===== config.mk =====
export PLATFORM = sky130hd
export DESIGN_NAME = cft_ram
export DESIGN_NICKNAME = d
export VERILOG_FILES = /design/src/rtl/core/cft_ram.sv
export SDC_FILE = /design/constraint.sdc
export NUM_CORES = 1
export LEC_CHECK = 0
export ABC_CLOCK_PERIOD_IN_PS = 2300
export BUFFER_PORTS_ARGS = -buffer_cell sky130_fd_sc_hd__buf_2
export CAP_MARGIN = 0
export CORE_UTILIZATION = 45
export DETAILED_ROUTE_END_ITERATION = 8
export PLACE_DENSITY = 0.69
export SETUP_SLACK_MARGIN = 0.5
export SYNTH_ARGS = -nofsm -noshare
export SYNTH_HDL_FRONTEND = slang
export SYNTH_SLANG_ARGS = --single-unit
export TNS_END_PERCENT = 5

===== constraint.sdc =====
create_clock -name clk -period 2.3 [get_ports clk]
set_input_delay 0.23 -clock clk [delete_from_list [all_inputs] [get_ports clk]]
set_output_delay 0.23 -clock clk [all_outputs]
set_load 0.01 [all_outputs]

===== src/rtl/core/cft_ram.sv =====
// Generic simple dual-port RAM with one write port and one registered read
// port (read-first on an address collision). No dependencies.
`default_nettype none

module cft_ram #(
  parameter int WIDTH = 8,
  parameter int DEPTH = 16
) (
  input  wire logic                     clk,
  input  wire logic                     we,
  input  wire logic [$clog2(DEPTH)-1:0] waddr,
  input  wire logic [WIDTH-1:0]         wdata,
  input  wire logic                     re,
  input  wire logic [$clog2(DEPTH)-1:0] raddr,
  output logic      [WIDTH-1:0]         rdata
);

  logic [WIDTH-1:0] mem [DEPTH];

  always_ff @(posedge clk) begin
    if (we) begin
      mem[waddr] <= wdata;
    end
    if (re) begin
      rdata <= mem[raddr];
    end
  end

endmodule

`default_nettype wire

==> impl_metrics.tcl, run 1 <==
set metrics [dict create \
    p_leak_nw 2.07 \
    ctsHoldBuffers 0 \
    grt_max_degree 33 \
    slew_violations 0 \
    syn_area_um2 5230 \
    rows 38 \
    place_congestion 0.687 \
    cts_buffers 17 \
    p_total_w 0.00540 \
    viasPerCell 5.67 \
    clkTransAtPathRegs_ns 0.05 \
    cts_tree "done" \
    dieArea_um2 12100 \
    die_y_um 110 \
    synthCells 229 \
    fin_tns_setup_ns 0 \
    worst_setup_path_end_kind "register" \
    vias 2471 \
    start_util 0.472 \
    grt_antenna_before_repair 0 \
    synthAdderAreaFrac 0 \
    final_common_cell "edfxtp_1" \
    crit_type "register to register" \
    seq_area_frac_synth 0.781 \
    post-route-period-util 0.633 \
    groute.usage.overall 0.191 \
    antenna_left 0 \
    first_pass_iters 4 \
    period_minus_slack_ns 1.46 \
    synth_top_cell_by_area "edfxtp_1" \
    muxShareOfSynthArea 0.148 \
    worst_slew_pin_slew_ns 0.765 \
    ir_worst_vdd_mv 0.525 \
    fmax_ghz 0.687 \
    cp.arrival_ns 1.60 \
    nNetsFinal 303 \
    diodes 0 \
    drtIter0Drc 260 \
    hp-class "input port to register" \
    grt_overflow_total 0 \
    area_growth_syn_to_layout_pct 17.2 \
    routedWlPerCell_um 23.3 \
    synth_top_family_by_area "multiplexers" \
    grt_first_pass_wirelength_mm 15.3 \
    synth_compound_area_frac 0.0230 \
    drive_above_1_share 0.287 \
    place_hpwl_mm 6.24 \
    yosysTopAreaCellShare 0.781 \
    finClkSkew_ns 0.0105 \
    cts-resized-gates 0 \
    cp-start-kind "register" \
    layout_common_cells "edfxtp_1 (136), buf_2 (26), mux4_2 (18), buf_4 (18), clkbuf_16 (17)" \
    ys_warn_count 0 \
    synth-seq-cells 136 \
    worstPathRequired_ns 2.45 \
    setup_violations 0 \
    cts_root_buf "clkbuf_16" \
    synth_simple_gate_area_frac 0.0314 \
    slew_headroom 0.488 \
    multi_input_area_um2 1060 \
    yosys-top-cells-area "edfxtp_1 (78%), mux4_2 (7.8%), mux4_1 (7.0%)" \
    io_buffers 26 \
    io_pins 27 \
    worstSkewPairLatency_ns 0.40 \
    core_area_um2 11100 \
    grt_pass1_vias 2549 \
    htreeDepth 4 \
    hold_violations 0 \
    wl_mm 10.2 \
    grt_setup_unrepaired "false" \
    regArea_um2 4080 \
    maxCapViolCount 0 \
    num-fill-cells 807 \
    status "completed" \
    cts.path.max_buffers 2 \
    synth_xor_area_frac 0 \
    syn_area_per_cell_um2 22.8 \
    syn-num-nets 248 \
    cp_max_fo 1 \
    drc_errors 0 \
    chipWidth_um 110 \
    clock-sinks 136 \
    p_per_area_nw_per_um2 881 \
    post-cts-setup-buffers 0 \
    yosysUniqueCellTypes 18 \
]
[power by group]
group	internal (W)	leakage, nW	switching (W)
registers	0.00280	1.24	0.0000144
clock network	0.00146	0.246	0.000865
logic	0.000110	0.588	0.000150
total	0.00437	2.07	0.00103
[cell usage after synthesis (all sizes together)]
library cell	instances
a22oi	16
and2	1
and2b	1
buf	7
clkdlybuf4s25	3
edfxtp	136
mux4	32
nand2	9
nand2b	2
nand3	1
nand3b	2
nor2	13
nor2b	1
nor3	4
or3b	1
[through the flow]
stage / hold WS, ns / std cells / worst slack [ns] / utilization / cell area [um2]
floorplan: 0.329 / 229 / 0.577 / - / 5230
global placement: 0.618 / 405 / 0.506 / 0.507 / 5620
detailed placement: 0.620 / 405 / 0.485 / 0.507 / 5620
CTS: 0.197 / 436 / 0.857 / 0.553 / 6130
global route: 0.185 / 436 / 0.800 / 0.553 / 6130
finish: 0.207 / 436 / 0.844 / 0.553 / 6130
[state kept, by name (all words and copies together), names as in the netlist]
signal  count
rdata       8
mem       128
[worst paths after layout]
path,startpoint,endpoint,slack (ns),depth (start not counted)
max reg2reg,mem[3][5],rdata[5],0.84,3
max,mem[3][5],rdata[5],0.84,3
min reg2reg,mem[14][1],rdata[1],0.75,3
min,re,rdata[6],0.21,1
[metal layers]
metal / wire, um / vias up / GRT usage
met2: 5010 / 94 / 0.291
met3: 693 / 8 / 0.0439
met4: 128 / 0 / 0.0838
met5: 0 / - / 0
met1: 4340 / 1279 / 0.265
li1: - / 1090 / -
[worst max-delay path, stage by stage, from the launching register on]
cell      delay [ns]
edfxtp_1        0.37
mux4_1          0.51
a22oi_1         0.22
nand2_1         0.09
[cell families (layout without fill, tap and decap cells)]
kind of cell / Yosys count / in the layout
flops: 136 / 136
simple gates: 35 / 35
mux: 32 / 32
compound gates: 16 / 16
buf+inv: 10 / 77
[cell type report]
type / count / share of cell area
multi-input combinational: 83 / 0.173
tap: 140 / 0.0286
clock inverter: 6 / 0.00837
sequential: 136 / 0.666
timing repair buffer: 46 / 0.0498
clock buffer: 25 / 0.0743
No activity file was read; power rests on OpenSTA's default activity.
==> run 2: changes to the inputs <==
ABC_CLOCK_PERIOD_IN_PS = 1300   (was 2300)
PLACE_DENSITY = 0.71   (was 0.69)
clock period = 1.3 ns   (was 2.3 ns; I/O delays follow)
==> run 2 against run 1 <==
Net effect: cell count up 2.1%; fmax down 0.96%; critical path depth unchanged; the flow now finishes with violations (negative setup slack); largest cell class unchanged; first-iteration DRC count down 18%; power up 86%; clock-buffer cell count down 7.
==> impl_metrics.tcl, run 2 (synthesis gave the netlist of run 1 again) <==
set metrics [dict create \
    status "finished, violations left" \
    worstSkewPairLatency_ns 0.41 \
    cts_root_buf "clkbuf_16" \
    chipWidth_um 110 \
    nNetsFinal 312 \
    viasPerCell 5.59 \
    grt_first_pass_wirelength_mm 15.7 \
    htreeDepth 4 \
    slew_headroom 0.418 \
    largestRegisters "mem x128, rdata x8" \
    largest_register_ffs 128 \
    core_area_um2 11100 \
    wl_mm 10.2 \
    worstPathRequired_ns 1.45 \
    reg2reg_to "rdata[0]" \
    cp.arrival_ns 1.62 \
    fmax_ghz 0.680 \
    r2r_slack_ns -0.17 \
    fin_ws_ns -0.170 \
    cp-start-kind "register" \
    fin_tns_setup_ns -0.838 \
    finClkSkew_ns 0.00905 \
    place_hpwl_mm 6.60 \
    failed_checks "negative setup slack" \
    worst_slew_pin_slew_ns 0.872 \
    num-fill-cells 764 \
    finalCoreUtilization 0.582 \
    cts_tree "done" \
    timing.rr.start "mem[2][0]" \
    groute.usage.overall 0.193 \
    diodes 0 \
    die_y_um 110 \
    start_util 0.472 \
    cts_buffers 17 \
    grt_max_degree 17 \
    dieArea_um2 12100 \
    drtIter0Drc 212 \
    slew_violations 0 \
    p_leak_nw 2.12 \
    maxCapViolCount 0 \
    p_total_w 0.0100 \
    crit_type "register to register" \
    hp-class "input port to register" \
    grt_setup_unrepaired "true" \
    place_congestion 0.750 \
    clock-sinks 136 \
    period_minus_slack_ns 1.47 \
    worst_setup_path_end_kind "register" \
    grt_overflow_total 0 \
    first_pass_iters 5 \
    ir_worst_vdd_mv 0.864 \
    drive_above_1_share 0.436 \
    post-route-period-util 1.13 \
    grt_antenna_before_repair 0 \
    holdCritStartpoint "wdata[3]" \
    p_per_area_nw_per_um2 1550 \
    setup_violations 8 \
    holdPathEnd "mem[1][3]" \
    ctsHoldBuffers 0 \
    cp_max_fo 1 \
    layout_common_cells "edfxtp_1 (136), mux4_2 (32), buf_2 (21), clkbuf_16 (17), buf_6 (13)" \
    clkTransAtPathRegs_ns 0.06 \
    grt_pass1_vias 2625 \
    pre_cts_ws_ns -0.440 \
    vias 2489 \
    area_growth_syn_to_layout_pct 23.2 \
    final_common_cell "edfxtp_1" \
    drc_errors 0 \
    antenna_left 0 \
    io_pins 27 \
    post-cts-setup-buffers 0 \
    fin_hold_ws_ns 0.112 \
    rows 38 \
    cts.path.max_buffers 2 \
    routedWlPerCell_um 22.9 \
    top_register "mem" \
    r2r_cells 3 \
    io_buffers 26 \
    hold_violations 0 \
    hold_depth 1 \
]
[run 2: changes by cell type in the layout (fill, tap and decap cells not counted), sizes merged]
cell | before | now
buf | 46 | 55
bufinv | 1 | 2
clkbuf | 25 | 18
clkinvlp | 0 | 5
inv | 0 | 1
[run 2: how the worst max path moves through the flow]
stage          startpoint        to  slack (ns)  cells after the start
5_1_grt         mem[3][0]  rdata[0]       -0.22                      3
3_3_place_gp     raddr[0]  rdata[7]       -0.41                      6
3_5_place_dp     raddr[0]  rdata[5]       -0.44                      6
4_1_cts         mem[2][0]  rdata[0]       -0.14                      3
2_1_floorplan    raddr[0]  rdata[1]       -0.03                      5
6_report        mem[2][0]  rdata[0]       -0.17                      3
[run 2: repair_timing]
item,in CTS,in global routing
hold endpoints to repair,0,0
setup endpoints to repair,68,91
pin swaps,10,11
gates resized for setup,18,13
[run 2: stage by stage]
step	instances	instance area, um2
6_report	445	6440
5_1_grt	445	6440
4_1_cts	445	6390
3_5_place_dp	414	5750
3_3_place_gp	414	5750
2_1_floorplan	229	5230
[run 2: critical path, cell delays in order (launching register included)]
cell	delay, ns
edfxtp_1	0.37
mux4_2	0.51
a22oi_2	0.26
nand2_1	0.07
[run 2: routing by layer]
layer,up-vias,global-route usage,part of all wire
met2,93,0.313,0.50
met1,1290,0.256,0.42
met3,8,0.0468,0.066
met4,0,0.0657,0.0089
li1,1098,-,-
met5,-,0,0
[run 2: power breakdown]
| part | switching (W) | internal [W] | leakage (nW) | total, W |
|---|---|---|---|---|
| clock network | 0.00169 | 0.00279 | 0.257 | 0.00448 |
| registers | 0.0000339 | 0.00494 | 1.24 | 0.00498 |
| logic | 0.000294 | 0.000259 | 0.628 | 0.000554 |
| total | 0.00202 | 0.00799 | 2.12 | 0.0100 |
[run 2: cell type report]
| class | instances | area [um2] | area share |
|---|---|---|---|
| tap | 140 | 175 | 0.0272 |
| multi-input combinational | 83 | 1100 | 0.171 |
| timing repair buffer | 55 | 522 | 0.0810 |
| clock buffer | 18 | 429 | 0.0666 |
| sequential | 136 | 4080 | 0.634 |
| clock inverter | 13 | 131 | 0.0204 |
==> run 3: changes to the inputs <==
CORE_UTILIZATION = 54   (was 45)
PLACE_DENSITY = 0.81   (was 0.71)
==> run 3 against run 2 <==
Net effect: the run still ends with negative setup slack left; sequential share of layout area barely moved; utilization rose by 11 points; sequential cell count did not move; setup slack improved by 0.065 ns; worst hold slack got worse by 0.10 ns; critical path depth did not move; die area fell by 16%; final area barely moved; global-route usage rose by 1.9 points.
==> impl_metrics.tcl, run 3 (synthesis gave the netlist of run 1 again) <==
set metrics [dict create \
    htreeDepth 4 \
    io_buffers 26 \
    vias 2543 \
    drc_errors 0 \
    num-fill-cells 566 \
    chipWidth_um 100 \
    grt_antenna_before_repair 0 \
    hold_depth 1 \
    top_register "mem" \
    maxCapViolCount 0 \
    dp_cells 399 \
    nNetsFinal 316 \
    multi_input_area_um2 1070 \
    hp-class "input port to register" \
    wl_mm 9.56 \
    dieArea_um2 10100 \
    reg2reg_to "rdata[3]" \
    p_leak_nw 2.15 \
    post-cts-setup-buffers 0 \
    final_common_cell "edfxtp_1" \
    largestRegisters "mem x128, rdata x8" \
    antenna_left 0 \
    cts_tree "done" \
    largest_register_ffs 128 \
    start_util 0.560 \
    worst_setup_path_end_kind "register" \
    cts_buffers 17 \
    viasPerCell 5.82 \
    worst_slew_pin_slew_ns 0.908 \
    diodes 0 \
    timing.rr.start "mem[11][3]" \
    clkTransAtPathRegs_ns 0.06 \
    cts.path.max_buffers 2 \
    fmax_ghz 0.712 \
    holdPathEnd "mem[1][4]" \
    slew_violations 0 \
    first_pass_iters 4 \
    core_area_um2 9330 \
    grt_setup_unrepaired "true" \
    setup_violations 8 \
    drive_above_1_share 0.403 \
    failed_checks "negative setup slack" \
    crit_type "register to register" \
    period_minus_slack_ns 1.41 \
    path_cells "mux4_2 -> a22oi_1 -> nand2_1" \
    r2r_cells 3 \
    layout_common_cells "edfxtp_1 (136), mux4_2 (31), buf_2 (24), buf_4 (17), clkbuf_16 (16)" \
    cts_root_buf "clkbuf_8" \
    p_per_area_nw_per_um2 1630 \
    slew_headroom 0.393 \
    ir_worst_vdd_mv 1.10 \
    grt_max_degree 17 \
    finClkSkew_ns 0.00489 \
    worstSkewPairLatency_ns 0.51 \
    cp_max_fo 1 \
    routedWlPerCell_um 21.9 \
    io_pins 27 \
    drtIter0Drc 202 \
    fin_ws_ns -0.105 \
    place_hpwl_mm 6.24 \
    p_total_w 0.0105 \
    crit_path_max_incr_delay_ns 0.48 \
    grt_pass1_vias 2660 \
    die_y_um 100 \
    hold_violations 0 \
    holdCritStartpoint "wdata[4]" \
    r2r_slack_ns -0.11 \
    grt_overflow_total 0 \
    regArea_um2 4080 \
    rows 35 \
    crit_slowest_cell "mux4_2" \
    clock-sinks 136 \
    status "finished, violations left" \
    cp.arrival_ns 1.67 \
    area_growth_syn_to_layout_pct 23.3 \
    post-route-period-util 1.08 \
    groute.usage.overall 0.212 \
    cp-start-kind "register" \
    fin_cells 437 \
    grt_first_pass_wirelength_mm 14.6 \
    finalCoreUtilization 0.691 \
    place_congestion 0.765 \
    worstPathRequired_ns 1.56 \
]
==> run 3: changes by cell type in the layout (fill, tap and decap cells not counted), sizes merged <==
cell	before	now
clkinvlp	5	3
clkinv	5	4
buf	55	51
clkbuf	18	17
bufinv	2	5
dlygate4sd3	0	8
==> run 3: critical path, delay by kind of cell (launching register included) <==
| family | cells | cell delay, ns |
|---|---|---|
| multiplexers | 1 | 0.48 |
| flip-flops | 1 | 0.36 |
| AO/OA/AOI/OAI | 1 | 0.23 |
| AND/OR/NAND/NOR | 1 | 0.08 |
==> run 3: layout make-up <==
type                    count  share of cell area
flip-flops and latches    136               0.634
well taps                 129              0.0250
clock inverters            13              0.0317
clock buffers              17              0.0643
multi-input cells          83               0.166
repair buffers             59              0.0792
==> run 3: how the worst max path moves through the flow <==
stage                     startpoint  endpoint  slack (ns)  cells after the start
after floorplan             raddr[0]  rdata[1]       -0.03                      5
after global placement      raddr[0]  rdata[0]       -0.30                      5
final                     mem[11][3]  rdata[3]       -0.11                      3
after detailed placement    raddr[0]  rdata[2]       -0.32                      5
after CTS                  mem[3][5]  rdata[5]       -0.12                      3
after global routing       mem[1][4]  rdata[4]       -0.15                      3
==> run 3: timing repair <==
action / in CTS / in global routing
hold buffers: 8 / 0
endpoints found under the hold margin: 119 / 0
setup endpoints to repair: 24 / 16
resized for setup: 4 / 6
pin swaps: 1 / 2
==> run 3: report_power, final <==
| group | switching [W] | leakage (nW) | internal, W |
|---|---|---|---|
| sequential | 0.0000328 | 1.24 | 0.00494 |
| combinational | 0.000276 | 0.623 | 0.000253 |
| clock | 0.00170 | 0.294 | 0.00328 |
==> run 3: layer usage <==
layer,vias to the layer above,track usage,wire length [um]
li1,1099,-,-
met1,1327,0.275,3940
met2,104,0.342,4940
met3,13,0.0738,569
met4,0,0.0635,116
met5,-,0,0
==> run 3: stage by stage <==
stage | hold slack [ns] | instance area [um2] | TNS (ns) | setup slack, ns
detailed placement | 0.508 | 5690 | -2.78 | -0.316
CTS | 0.000599 | 6410 | -0.771 | -0.116
global placement | 0.501 | 5690 | -2.65 | -0.302
finish | 0.00941 | 6440 | -0.677 | -0.105
global route | 0.00410 | 6440 | -1.03 | -0.152
floorplan | 0.229 | 5230 | -0.583 | -0.0304
